File: src/dvr_pkg.sv
// shared types, codes and helpers for the distance-vector route update block
package dvr_pkg;

  localparam int COST_W    = 10;
  localparam int MAX_NODES = 4;

  typedef logic [COST_W-1:0]    cost_t;
  typedef logic [1:0]           node_t;
  typedef logic [MAX_NODES-1:0] node_mask_t;

  localparam cost_t INF_COST = 10'd999;

  // input word modes
  localparam logic [1:0] MODE_LOAD = 2'd0;
  localparam logic [1:0] MODE_ADV  = 2'd1;
  localparam logic [1:0] MODE_UPD  = 2'd2;

  // configuration register indexes
  localparam logic [2:0] REG_SELF  = 3'd0;
  localparam logic [2:0] REG_MASK  = 3'd1;
  localparam logic [2:0] REG_LINK0 = 3'd2;
  localparam logic [2:0] REG_LINK1 = 3'd3;
  localparam logic [2:0] REG_LINK2 = 3'd4;
  localparam logic [2:0] REG_LINK3 = 3'd5;

  typedef enum logic [1:0] {
    ST_IDLE,
    ST_MIN,
    ST_SEND
  } state_t;

  // per-row status handed from a lane to the merge stage
  typedef struct packed {
    cost_t min_cost;
    logic  changed;
  } lane_stat_t;

  function automatic cost_t sat_cost(input logic [COST_W:0] v);
    cost_t r;
    r = (v > {1'b0, INF_COST}) ? INF_COST : v[COST_W-1:0];
    return r;
  endfunction

endpackage

File: src/dvr_if.sv
// handshake channel interfaces: input word, routing packet, configuration write
interface dvr_in_if;
  import dvr_pkg::*;
  logic        valid;
  logic        ready;
  logic [1:0]  mode;
  node_t       peer;
  node_t       dest;
  cost_t       load_cost;
  cost_t       adv_cost_0;
  cost_t       adv_cost_1;
  cost_t       adv_cost_2;
  cost_t       adv_cost_3;

  modport source (output valid, mode, peer, dest, load_cost,
                  adv_cost_0, adv_cost_1, adv_cost_2, adv_cost_3, input ready);
  modport sink   (input valid, mode, peer, dest, load_cost,
                  adv_cost_0, adv_cost_1, adv_cost_2, adv_cost_3, output ready);
endinterface

interface dvr_out_if;
  import dvr_pkg::*;
  logic  valid;
  logic  ready;
  node_t target_node;
  cost_t min_cost_0;
  cost_t min_cost_1;
  cost_t min_cost_2;
  cost_t min_cost_3;
  logic  last_packet;

  modport source (output valid, target_node, min_cost_0, min_cost_1, min_cost_2,
                  min_cost_3, last_packet, input ready);
  modport sink   (input valid, target_node, min_cost_0, min_cost_1, min_cost_2,
                  min_cost_3, last_packet, output ready);
endinterface

interface dvr_cfg_if;
  import dvr_pkg::*;
  logic        valid;
  logic        ready;
  logic [2:0]  index;
  cost_t       data;

  modport source (output valid, index, data, input ready);
  modport sink   (input valid, index, data, output ready);
endinterface

File: src/dvr_lane.sv
// one destination row of the distance table: load, relax and row minimum
module dvr_lane import dvr_pkg::*; #(
  parameter int NODES = 4,
  parameter int ROW   = 0
) (
  input  logic       clk,
  input  logic       rst_n,
  input  logic       accept,
  input  logic [1:0] mode,
  input  node_t      peer,
  input  node_t      dest,
  input  cost_t      load_cost,
  input  cost_t      adv_cost,
  input  cost_t      link_cost,
  output lane_stat_t stat
);

  cost_t row_r [MAX_NODES];
  logic  changed_r;
  cost_t new_cost;
  logic  lower;
  cost_t row_min;

  always_comb begin
    new_cost = sat_cost({1'b0, link_cost} + {1'b0, sat_cost({1'b0, adv_cost})});
    lower    = new_cost < row_r[peer];
  end

  // columns above NODES are kept so the change flag matches for small NODES
  always_ff @(posedge clk) begin
    if (!rst_n) begin
      for (int c = 0; c < MAX_NODES; c++) row_r[c] <= INF_COST;
      changed_r <= 1'b0;
    end else if (accept) begin
      changed_r <= 1'b0;
      case (mode)
        MODE_LOAD: begin
          if ((dest == node_t'(ROW)) && (int'(peer) < NODES))
            row_r[peer] <= sat_cost({1'b0, load_cost});
        end
        MODE_UPD: begin
          if (lower) begin
            row_r[peer] <= new_cost;
            changed_r   <= 1'b1;
          end
        end
        default: ;
      endcase
    end
  end

  always_comb begin
    row_min = row_r[0];
    for (int c = 1; c < NODES; c++)
      if (row_r[c] < row_min) row_min = row_r[c];
    stat.min_cost = row_min;
    stat.changed  = changed_r;
  end

endmodule

File: src/dvr_merge.sv
// merges lane minimums and walks the neighbor list, one packet per live neighbor
module dvr_merge import dvr_pkg::*; #(
  parameter int NODES = 4
) (
  input  logic       clk,
  input  logic       rst_n,
  input  logic       start,
  input  logic       start_upd,
  input  lane_stat_t stat [MAX_NODES],
  input  node_t      self_node,
  input  node_mask_t neighbor_mask,
  output logic       idle,
  output logic       out_valid,
  input  logic       out_ready,
  output node_t      target,
  output cost_t      best [MAX_NODES],
  output logic       last
);

  state_t     state_r, state_nxt;
  logic       upd_r;
  node_mask_t pending_r, pending_nxt;
  cost_t      best_r [MAX_NODES];
  node_mask_t live;
  node_mask_t sel;
  logic       any_changed;

  always_comb begin
    any_changed = 1'b0;
    for (int n = 0; n < MAX_NODES; n++) begin
      live[n] = (n < NODES) && neighbor_mask[n] && (node_t'(n) != self_node);
      any_changed = any_changed | stat[n].changed;
    end
    // lowest pending neighbor goes first
    target = '0;
    sel    = '0;
    for (int n = MAX_NODES - 1; n >= 0; n--) begin
      if (pending_r[n]) begin
        target = node_t'(n);
        sel    = node_mask_t'(1) << n;
      end
    end
    last = (pending_r & (pending_r - node_mask_t'(1))) == '0;
  end

  always_comb begin
    state_nxt   = state_r;
    pending_nxt = pending_r;
    idle        = 1'b0;
    out_valid   = 1'b0;
    case (state_r)
      ST_IDLE: begin
        idle = 1'b1;
        if (start) state_nxt = ST_MIN;
      end
      ST_MIN: begin
        pending_nxt = live;
        if ((!upd_r || any_changed) && (live != '0)) state_nxt = ST_SEND;
        else                                       state_nxt = ST_IDLE;
      end
      ST_SEND: begin
        out_valid = 1'b1;
        if (out_ready) begin
          pending_nxt = pending_r & ~sel;
          if (last) state_nxt = ST_IDLE;
        end
      end
      default: state_nxt = ST_IDLE;
    endcase
  end

  always_ff @(posedge clk) begin
    if (!rst_n) begin
      state_r   <= ST_IDLE;
      pending_r <= '0;
      upd_r     <= 1'b0;
    end else begin
      state_r   <= state_nxt;
      pending_r <= pending_nxt;
      if (start) upd_r <= start_upd;
    end
  end

  always_ff @(posedge clk) begin
    if (state_r == ST_MIN)
      for (int n = 0; n < MAX_NODES; n++) best_r[n] <= stat[n].min_cost;
  end

  always_comb begin
    for (int n = 0; n < MAX_NODES; n++) best[n] = best_r[n];
  end

endmodule

File: src/distance_vector_route_update_top.sv
// top level of the distance-vector route update block
//
//   channel   dir   handshake        word
//   in_ch     in    valid / ready    mode, peer, dest, load_cost, adv_cost_0..3
//   out_ch    out   valid / ready    target_node, min_cost_0..3, last_packet
//   cfg_ch    in    valid / ready    index, data
//
// load and unused mode words are accepted without starting the merge stage; advertise and
// update words pass the lanes, then the merge stage's minimum state, then one packet per
// cycle (up to three) while out_ch is ready, set by the single packet sequencer
// reset clears the table to 999 and the registers to their reset values at once
// a stalled out_ch holds the sequencer and keeps in_ch.ready low
module distance_vector_route_update_top import dvr_pkg::*; #(
  parameter int NODES = 4
) (
  input logic      clk,
  input logic      rst_n,
  dvr_in_if.sink   in_ch,
  dvr_out_if.source out_ch,
  dvr_cfg_if.sink  cfg_ch
);

  node_t      self_r;
  node_mask_t mask_r;
  cost_t      link_r [MAX_NODES];
  cost_t      adv [MAX_NODES];
  lane_stat_t stat [MAX_NODES];
  cost_t      best [MAX_NODES];
  logic       accept;
  logic       idle;
  logic       start;

  assign cfg_ch.ready = 1'b1;

  always_ff @(posedge clk) begin
    if (!rst_n) begin
      self_r <= '0;
      mask_r <= '0;
      for (int n = 0; n < MAX_NODES; n++) link_r[n] <= INF_COST;
    end else if (cfg_ch.valid) begin
      case (cfg_ch.index)
        REG_SELF:  self_r    <= cfg_ch.data[1:0];
        REG_MASK:  mask_r    <= cfg_ch.data[MAX_NODES-1:0];
        REG_LINK0: link_r[0] <= sat_cost({1'b0, cfg_ch.data});
        REG_LINK1: link_r[1] <= sat_cost({1'b0, cfg_ch.data});
        REG_LINK2: link_r[2] <= sat_cost({1'b0, cfg_ch.data});
        REG_LINK3: link_r[3] <= sat_cost({1'b0, cfg_ch.data});
        default: ;
      endcase
    end
  end

  assign in_ch.ready = idle;
  assign accept      = in_ch.valid && in_ch.ready;
  assign start       = accept && ((in_ch.mode == MODE_ADV) || (in_ch.mode == MODE_UPD));

  assign adv[0] = in_ch.adv_cost_0;
  assign adv[1] = in_ch.adv_cost_1;
  assign adv[2] = in_ch.adv_cost_2;
  assign adv[3] = in_ch.adv_cost_3;

  for (genvar d = 0; d < MAX_NODES; d++) begin : g_row
    if (d < NODES) begin : g_lane
      dvr_lane #(.NODES(NODES), .ROW(d)) u_lane (
        .clk       (clk),
        .rst_n     (rst_n),
        .accept    (accept),
        .mode      (in_ch.mode),
        .peer      (in_ch.peer),
        .dest      (in_ch.dest),
        .load_cost (in_ch.load_cost),
        .adv_cost  (adv[d]),
        .link_cost (link_r[in_ch.peer]),
        .stat      (stat[d])
      );
    end else begin : g_none
      // rows past the node count are never written
      assign stat[d] = '{min_cost: INF_COST, changed: 1'b0};
    end
  end

  dvr_merge #(.NODES(NODES)) u_merge (
    .clk           (clk),
    .rst_n         (rst_n),
    .start         (start),
    .start_upd     (in_ch.mode == MODE_UPD),
    .stat          (stat),
    .self_node     (self_r),
    .neighbor_mask (mask_r),
    .idle          (idle),
    .out_valid     (out_ch.valid),
    .out_ready     (out_ch.ready),
    .target        (out_ch.target_node),
    .best          (best),
    .last          (out_ch.last_packet)
  );

  assign out_ch.min_cost_0 = best[0];
  assign out_ch.min_cost_1 = best[1];
  assign out_ch.min_cost_2 = best[2];
  assign out_ch.min_cost_3 = best[3];

`ifndef NO_ASSERTIONS
  a_no_accept_while_sending: assert property (@(posedge clk) disable iff (!rst_n)
    out_ch.valid |-> !in_ch.ready)
    else $error("input taken while a packet is pending");

  a_never_to_self: assert property (@(posedge clk) disable iff (!rst_n)
    out_ch.valid |-> (out_ch.target_node != self_r))
    else $error("packet addressed to own node");

  a_start_blocks_input: assert property (@(posedge clk) disable iff (!rst_n)
    start |=> !in_ch.ready)
    else $error("input ready during minimum merge");

  a_target_is_neighbor: assert property (@(posedge clk) disable iff (!rst_n)
    out_ch.valid |-> mask_r[out_ch.target_node])
    else $error("packet addressed to non-neighbor");
`endif

endmodule

File: src/flat_wrapper.sv
// flat-port wrapper written by rule: the top's interface ports become plain ports
module distance_vector_route_update_top_flat import dvr_pkg::*;
#(
  parameter int NODES = 4
)
  (clk, rst_n, in_ch_valid, in_ch_mode, in_ch_peer, in_ch_dest, in_ch_load_cost, in_ch_adv_cost_0, in_ch_adv_cost_1, in_ch_adv_cost_2, in_ch_adv_cost_3, in_ch_ready, out_ch_valid, out_ch_target_node, out_ch_min_cost_0, out_ch_min_cost_1, out_ch_min_cost_2, out_ch_min_cost_3, out_ch_last_packet, out_ch_ready, cfg_ch_valid, cfg_ch_index, cfg_ch_data, cfg_ch_ready);
  dvr_in_if in_ch_i ();
  dvr_out_if out_ch_i ();
  dvr_cfg_if cfg_ch_i ();
  input logic clk;
  input logic rst_n;
  input wire logic [$bits(in_ch_i.valid)-1:0] in_ch_valid;
  input wire logic [$bits(in_ch_i.mode)-1:0] in_ch_mode;
  input wire logic [$bits(in_ch_i.peer)-1:0] in_ch_peer;
  input wire logic [$bits(in_ch_i.dest)-1:0] in_ch_dest;
  input wire logic [$bits(in_ch_i.load_cost)-1:0] in_ch_load_cost;
  input wire logic [$bits(in_ch_i.adv_cost_0)-1:0] in_ch_adv_cost_0;
  input wire logic [$bits(in_ch_i.adv_cost_1)-1:0] in_ch_adv_cost_1;
  input wire logic [$bits(in_ch_i.adv_cost_2)-1:0] in_ch_adv_cost_2;
  input wire logic [$bits(in_ch_i.adv_cost_3)-1:0] in_ch_adv_cost_3;
  output wire logic [$bits(in_ch_i.ready)-1:0] in_ch_ready;
  output wire logic [$bits(out_ch_i.valid)-1:0] out_ch_valid;
  output wire logic [$bits(out_ch_i.target_node)-1:0] out_ch_target_node;
  output wire logic [$bits(out_ch_i.min_cost_0)-1:0] out_ch_min_cost_0;
  output wire logic [$bits(out_ch_i.min_cost_1)-1:0] out_ch_min_cost_1;
  output wire logic [$bits(out_ch_i.min_cost_2)-1:0] out_ch_min_cost_2;
  output wire logic [$bits(out_ch_i.min_cost_3)-1:0] out_ch_min_cost_3;
  output wire logic [$bits(out_ch_i.last_packet)-1:0] out_ch_last_packet;
  input wire logic [$bits(out_ch_i.ready)-1:0] out_ch_ready;
  input wire logic [$bits(cfg_ch_i.valid)-1:0] cfg_ch_valid;
  input wire logic [$bits(cfg_ch_i.index)-1:0] cfg_ch_index;
  input wire logic [$bits(cfg_ch_i.data)-1:0] cfg_ch_data;
  output wire logic [$bits(cfg_ch_i.ready)-1:0] cfg_ch_ready;
  assign in_ch_i.valid = in_ch_valid;
  assign in_ch_i.mode = in_ch_mode;
  assign in_ch_i.peer = in_ch_peer;
  assign in_ch_i.dest = in_ch_dest;
  assign in_ch_i.load_cost = in_ch_load_cost;
  assign in_ch_i.adv_cost_0 = in_ch_adv_cost_0;
  assign in_ch_i.adv_cost_1 = in_ch_adv_cost_1;
  assign in_ch_i.adv_cost_2 = in_ch_adv_cost_2;
  assign in_ch_i.adv_cost_3 = in_ch_adv_cost_3;
  assign in_ch_ready = in_ch_i.ready;
  assign out_ch_valid = out_ch_i.valid;
  assign out_ch_target_node = out_ch_i.target_node;
  assign out_ch_min_cost_0 = out_ch_i.min_cost_0;
  assign out_ch_min_cost_1 = out_ch_i.min_cost_1;
  assign out_ch_min_cost_2 = out_ch_i.min_cost_2;
  assign out_ch_min_cost_3 = out_ch_i.min_cost_3;
  assign out_ch_last_packet = out_ch_i.last_packet;
  assign out_ch_i.ready = out_ch_ready;
  assign cfg_ch_i.valid = cfg_ch_valid;
  assign cfg_ch_i.index = cfg_ch_index;
  assign cfg_ch_i.data = cfg_ch_data;
  assign cfg_ch_ready = cfg_ch_i.ready;
  distance_vector_route_update_top #(.NODES(NODES)) u_core (.clk(clk), .rst_n(rst_n), .in_ch(in_ch_i), .out_ch(out_ch_i), .cfg_ch(cfg_ch_i));
endmodule
File: config.mk
export PLATFORM = sky130hd
export DESIGN_NAME = distance_vector_route_update_top_flat
export DESIGN_NICKNAME = d
export VERILOG_FILES = /design/src/dvr_pkg.sv /design/src/dvr_if.sv /design/src/dvr_lane.sv /design/src/dvr_merge.sv /design/src/distance_vector_route_update_top.sv /design/src/flat_wrapper.sv
export SDC_FILE = /design/constraint.sdc
export NUM_CORES = 1
export LEC_CHECK = 0
export ABC_AREA = 0
export BUFFER_PORTS_ARGS = -buffer_cell sky130_fd_sc_hd__buf_4
export CAP_MARGIN = 40
export CELL_PAD_IN_SITES_DETAIL_PLACEMENT = 1
export CELL_PAD_IN_SITES_GLOBAL_PLACEMENT = 2
export CORE_MARGIN = 3
export CORE_UTILIZATION = 38
export CTS_BUF_LIST = sky130_fd_sc_hd__clkbuf_4 sky130_fd_sc_hd__clkbuf_8
export DETAILED_ROUTE_END_ITERATION = 7
export PLACE_DENSITY_LB_ADDON = 0.1
export SLEW_MARGIN = 25
export SYNTH_ARGS = -nofsm -noshare
export SYNTH_HDL_FRONTEND = slang
export SYNTH_HIERARCHICAL = 1
export SYNTH_SLANG_ARGS = --single-unit
File: constraint.sdc
create_clock -name clk -period 6.3 [get_ports clk]
set_input_delay 0.945 -clock clk [delete_from_list [all_inputs] [get_ports clk]]
set_output_delay 0.945 -clock clk [all_outputs]
set_load 0.02 [all_outputs]
# Word-level counts from Yosys, hierarchy flattened
# Memory sizes are Yosys's and may differ from the RTL's.
# Cells that the tools add are included.
# classes
order_cmp	26
n_reduce_logical	26
addsub	5
mux	118
n_bitwise	14
n_eq_ne	18
# ops
operator	count
10-bit two-way mux	34
10-bit < comparator	16
1-bit two-way mux	65
10-bit greater-than comparator, second input constant	6
10-bit by 10-bit adder with 11-bit output	4
11-bit by 10-bit greater-than comparator with 1-bit output, second input constant	4
10-bit OR reduction	4
2-bit two-way mux	12
4-bit two-way mux	5
1-bit bitwise OR	11
4-bit AND	2
2-bit == test, second input constant	4
4-bit case mux with 2 select lines	1
1-bit logical AND	7
2-bit by 1-bit == test with 1-bit output, second input constant	3
3-bit by 2-bit == test with 1-bit output, second input constant	2
3-bit == test, second input constant	2
2-bit zero test	3
2-bit case mux with 3 select lines	1
2-bit AND reduction	3
4-bit zero test	1
2-bit != test, first input constant	2
2-bit != test, second input constant	2
4-bit NOT	1
10 further kinds	12
# word_totals
ff_bits	17
in_bits	74
ramBits	240
memories	6
# memory_table
name	depth	width	read_ports	rd_clocked_by_memory_dff	write_ports	line_no	text
u_core.g_row[0].g_lane.u_lane.row_r	4	10	5	0	4	dvr_lane.sv:18	cost_t row_r [MAX_NODES];
u_core.g_row[1].g_lane.u_lane.row_r	4	10	5	0	4	dvr_lane.sv:18	
u_core.g_row[2].g_lane.u_lane.row_r	4	10	5	0	4	dvr_lane.sv:18	
u_core.g_row[3].g_lane.u_lane.row_r	4	10	5	0	4	dvr_lane.sv:18	
u_core.link_r	4	10	1	0	4	distance_vector_route_update_top.sv:25	cost_t link_r [MAX_NODES];
u_core.u_merge.best_r	4	10	4	0	4	dvr_merge.sv:23	cost_t best_r [MAX_NODES];

# Longest topological paths before layout
# logic_depth
depth_word	14
ltp_mapped	26
mapped_depth_nobuf	23

# Cells and area by module
# The synthesis kept the hierarchy.
# by_module_without_submodules
mod	cells_each	seq_area_each_um2	area_each_um2	instances
dvr_lane at u_core.g_row[1].g_lane.u_lane	391	1221.2	3862.5	1
dvr_lane at u_core.g_row[2].g_lane.u_lane	401	1221.2	3856.2	1
dvr_lane at u_core.g_row[3].g_lane.u_lane	399	1221.2	3828.7	1
dvr_lane at u_core.g_row[0].g_lane.u_lane	400	1221.2	3827.4	1
distance_vector_route_update_top	158	1321.3	2294.7	1
dvr_merge	93	1341.3	1635.3	1

# Least setup slack after synthesis
# No wires, ideal clock.
# synth_path
path_type	input to register
from	input in_ch_peer[0]
to	memory u_core/g_row[2].g_lane.u_lane/row_r[1][0] in the netlist's numbering, enable pin
setup_ps	382
required_ps	5918
path_stages	20
arrival_time_ps	6083
n_path_buf	2
setup_slack_ps	-165
cell_sequence	buf_2 -> mux4_2 -> ha_1 -> fa_1 -> a211o_1 -> a211oi_1 -> o21ai_0 -> a211oi_1 -> and4b_4 -> or2_1 -> buf_2 -> nor2_1 -> ha_1 -> a21o_1 -> a21o_1 -> a221o_1 -> a31oi_1 -> nand2_1 -> o31a_1 -> a22oi_1
# synth_lines
item	line_no	text
start: declaration	flat_wrapper.sv:14	input wire logic [$bits(in_ch_i.peer)-1:0] in_ch_peer;
end: declaration	dvr_lane.sv:18	

==> impl_metrics.py <==
metrics = {
    "final_layout": {
        "drive_gt1_share_pct": 21.7,
        "final_util_pct": 45.6,
        "nets": 2298,
        "final_cell_area_sq_mm": 0.0226,
        "num_antenna_cells": 0,
        "area_growth_syn_to_layout_pct": 17.2,
    },
    "setup_path": {
        "crit_arrival_ns": 6.29,
        "path_buf_inv": 4,
        "critical_path.max_fanout": 6,
        "path_delay_family": "compound AO/OA/AOI/OAI gates",
        "reg2reg_setup_slack_ns": 0.43,
        "r2r_start": "u_core/g_row[2].g_lane.u_lane/row_r[1][5]",
        "worst-endpoint-required_ns": 6.63,
        "cp_slowest_cell": "mux4_2",
        "slowest_delay_ns": 0.55,
        "cp-start-kind": "primary input",
        "critical_path_class": "primary input to flop",
        "path_cells": "buf_4 > mux4_2 > buf_4 > ha_1 > fa_1 > a211oi_1 > buf_4 > o21bai_1 > a311o_1 > o211a_1 > nand4_2 > nand2_2 > or2_2 > ha_1 > a21o_1 > a21o_1 > a221oi_1 > o21ai_0 > a41oi_1 > nor2_1 > o32ai_1 > buf_4 > nand2_1",
        "path_common_cell": "buf_4",
        "reg2reg_depth": 23,
        "reg2reg_to": "u_core/u_merge/best_r[2][5]",
        "endpoint_kind": "flop",
    },
    "floorplanning": {
        "dieWidth_um": 231,
        "ios": 120,
        "dieArea_sq_mm": 0.0535,
        "die_h_um": 231,
        "num_rows": 81,
        "fp.coreArea_sq_mm": 0.0496,
        "initial_core_util_pct": 39.0,
    },
    "logic_synthesis": {
        "synth_cells": 1842,
        "synth_area_leader_cell": "edfxtp_1",
        "syn_area_per_cell_sq_um": 10.5,
        "synth.top_cell.area_share_pct": 37.3,
        "synth_nets": 2105,
        "synth_edf_count": 240,
        "ys_async_sr_fraction_pct": 0,
        "syn_area_sq_mm": 0.0193,
        "yosys_warnings": 6,
        "netlist_top_cells_area": "edfxtp_1, ha_1, mux2i_1",
        "ys_types": 97,
        "synthTopCellsByCount": "edfxtp_1, inv_1, ha_1, nand2_1, mux2i_1",
        "ys_ff_latch": 257,
        "seq_area_frac_synth_pct": 39.1,
        "synthFlopType": "edfxtp_1",
        "yosysMostFrequentCell": "edfxtp_1",
    },
    "clocking": {
        "ctsHoldBuffers": 0,
        "cts_buffers": 47,
        "htree_levels": 2,
        "root_buffer": "clkbuf_8",
        "clk_pin_slew_ns": 0.06,
        "cts_num_sinks": 257,
        "cts_max_path_buffers": 3,
        "worstSkewPairLatency_ns": 0.64,
        "cts_tree": "done",
    },
    "timing": {
        "tightestPinTransition_ns": 0.793,
        "drv_slew": 0,
        "fin_skew_ns": 0.0392,
        "tns_ns": 0,
        "slew_headroom_pct": 46.6,
        "period_needed_ns": 5.96,
        "max_freq_mhz": 168,
        "finalHoldViolCount": 0,
        "setup_violations": 0,
        "rsz0062_at_grt": "no",
        "fin_crit_sh_pct": 94.6,
    },
    "drt": {
        "vias_per_cell": 5.47,
        "drt_iter0_drc": 812,
        "vias": 15000,
        "wl_per_cell_um": 21.3,
        "routed_wl_um": 58300,
        "remaining_drc_errors": 0,
        "ant_nets": 0,
        "dr.pass1.iters": 5,
    },
    "place": {
        "routabilityCongestion": 0.836,
        "portBuffers": 118,
        "dp_hpwl_um": 46400,
        "post_dp_cell_area_sq_mm": 0.0216,
    },
    "job": {
        "max_cap_violations": 0,
    },
    "worst_hold_path": {
        "worstHoldPathType": "flop to flop",
        "hold_end": "u_core/mask_r[0]",
        "min-delay-start": "u_core/mask_r[0]",
        "min_path_cells": 2,
    },
    "grt": {
        "grt_use_total_pct": 21.9,
        "grt_max_degree": 51,
        "grt_first_pass_wirelength_um": 90900,
        "grt_pass1_vias": 15900,
        "grt_overflow": 0,
        "antenna_found_initial": 0,
    },
    "run_status": {
        "outcome": "finished, final reports clean",
    },
    "power": {
        "power_density_mw_per_mm2": 235,
        "power.leakage_nw": 9.46,
        "p_total_mw": 5.31,
        "peakVddDrop_mv": 0.113,
    },
}
## final cells by class
type                    count  area (sq um)
inverters                 211           792
clock buffers              54           699
well taps                 664           831
fillers                  5461         26900
multi-input cells        1283         10600
clock inverters            34           332
repair buffers            235          1870
flip-flops and latches    257          7550
## report_power, final
| group | internal (mW) | switching [mW] |
|---|---|---|
| Clock | 1.00 | 0.762 |
| Sequential | 1.94 | 0.0409 |
| Combinational | 0.677 | 0.889 |
## layer usage
metal | routed length, um | GRT usage, % | vias up | share of wire, %
li1 | - | - | 7248 | -
met5 | 0 | 0 | - | 0
met3 | 2720 | 3.59 | 92 | 4.7
met1 | 27900 | 30.9 | 7361 | 48
met4 | 1840 | 6.99 | 0 | 3.2
met2 | 25900 | 34.5 | 287 | 44
## flip-flops by register name (all words and copies together) (netlist names)
signal	flops
u_core/g_row.g_lane.u_lane/changed_r	4
u_core/g_row.g_lane.u_lane/row_r	160
u_core/link_r	40
u_core/mask_r	4
u_core/self_r	2
u_core/u_merge/best_r	40
u_core/u_merge/pending_r	4
u_core/u_merge/state_r	2
u_core/u_merge/upd_r	1
## kinds of logic after synthesis
| logic type | Yosys count | synth area share, % |
|---|---|---|
| other cells | 1 | 0.0194 |
| xor+xnor | 20 | 0.907 |
| compound gates | 388 | 14.8 |
| buf+inv | 302 | 6.42 |
| simple gates | 508 | 13.9 |
| fa+ha+maj | 189 | 12.4 |
| mux | 177 | 12.4 |
| flops | 257 | 39.1 |
## how the worst max path moves through the flow
| stage | start | end | slack (ns) | cells past startpoint |
|---|---|---|---|---|
| after floorplan | in_ch_peer[0] | u_core/g_row[2].g_lane.u_lane/row_r[1][0] | -0.17 | 20 |
| after global placement | in_ch_peer[0] | u_core/g_row[3].g_lane.u_lane/row_r[1][7] | -0.12 | 23 |
| after detailed placement | in_ch_peer[0] | u_core/g_row[3].g_lane.u_lane/row_r[2][7] | -0.26 | 23 |
| after CTS | u_core/g_row[1].g_lane.u_lane/row_r[1][7] | u_core/u_merge/best_r[1][0] | 0.28 | 22 |
| after global routing | in_ch_peer[0] | u_core/g_row[3].g_lane.u_lane/row_r[2][7] | 0.06 | 21 |
| final | in_ch_peer[0] | u_core/g_row[3].g_lane.u_lane/row_r[2][7] | 0.34 | 23 |
## what timing repair did
| action | 4_1_cts | 5_1_grt |
|---|---|---|
| setup endpoints to repair | 0 | 10 |
| gates resized for setup | 0 | 2 |
| setup buffers | 0 | 0 |
| hold endpoints to repair | 0 | 0 |
## cell usage in the layout (no fill, tap or decap), types with 9 or more instances in the layout
cell type,n
o21ai_1,15
and3_1,18
o21a_1,17
nand2b_1,29
buf_12,9
o21bai_1,13
clkbuf_8,47
edfxtp_1,240
a31oi_1,11
mux4_2,50
nor2_1,78
a21o_1,25
mux2i_1,125
o22ai_1,18
clkinv_2,10
a211o_1,9
buf_4,224
or2_2,28
nor2b_1,27
nand4_1,27
nand2_1,166
a211oi_1,26
clkinv_1,11
xnor2_1,11
dfxtp_1,17
inv_1,210
o21ai_0,55
o211ai_1,21
a21oi_1,68
xor2_1,9
nand3b_1,10
ha_1,185
nand3_1,20
nor3_1,22
or3_1,35
## worst register-to-register path, stage by stage, from the launching register on
cell	delay (ns)
edfxtp_1	0.41
ha_1	0.32
a211oi_1	0.35
o21ai_1	0.23
a211oi_2	0.39
buf_4	0.23
mux2i_1	0.31
ha_1	0.30
a21oi_1	0.14
o21ai_0	0.16
o21bai_1	0.23
o41ai_2	0.35
buf_4	0.23
mux2i_1	0.26
ha_1	0.29
a21oi_1	0.15
nor2b_1	0.07
o21ai_1	0.23
a21oi_1	0.11
a31oi_1	0.26
nand2_1	0.08
o21ai_1	0.19
buf_4	0.22
mux2i_1	0.21
## metrics by stage
| stage | setup slack (ns) | hold WS, ns | instances |
|---|---|---|---|
| 5_1_grt | 0.0613 | 0.520 | 2738 |
| 3_3_place_gp | -0.122 | 0.464 | 2643 |
| 3_5_place_dp | -0.260 | 0.479 | 2649 |
| 2_1_floorplan | -0.165 | 0.445 | 1842 |
| 6_report | 0.338 | 0.482 | 2738 |
| 4_1_cts | 0.283 | 0.487 | 2737 |
No activity file was read; power rests on OpenSTA's default activity.
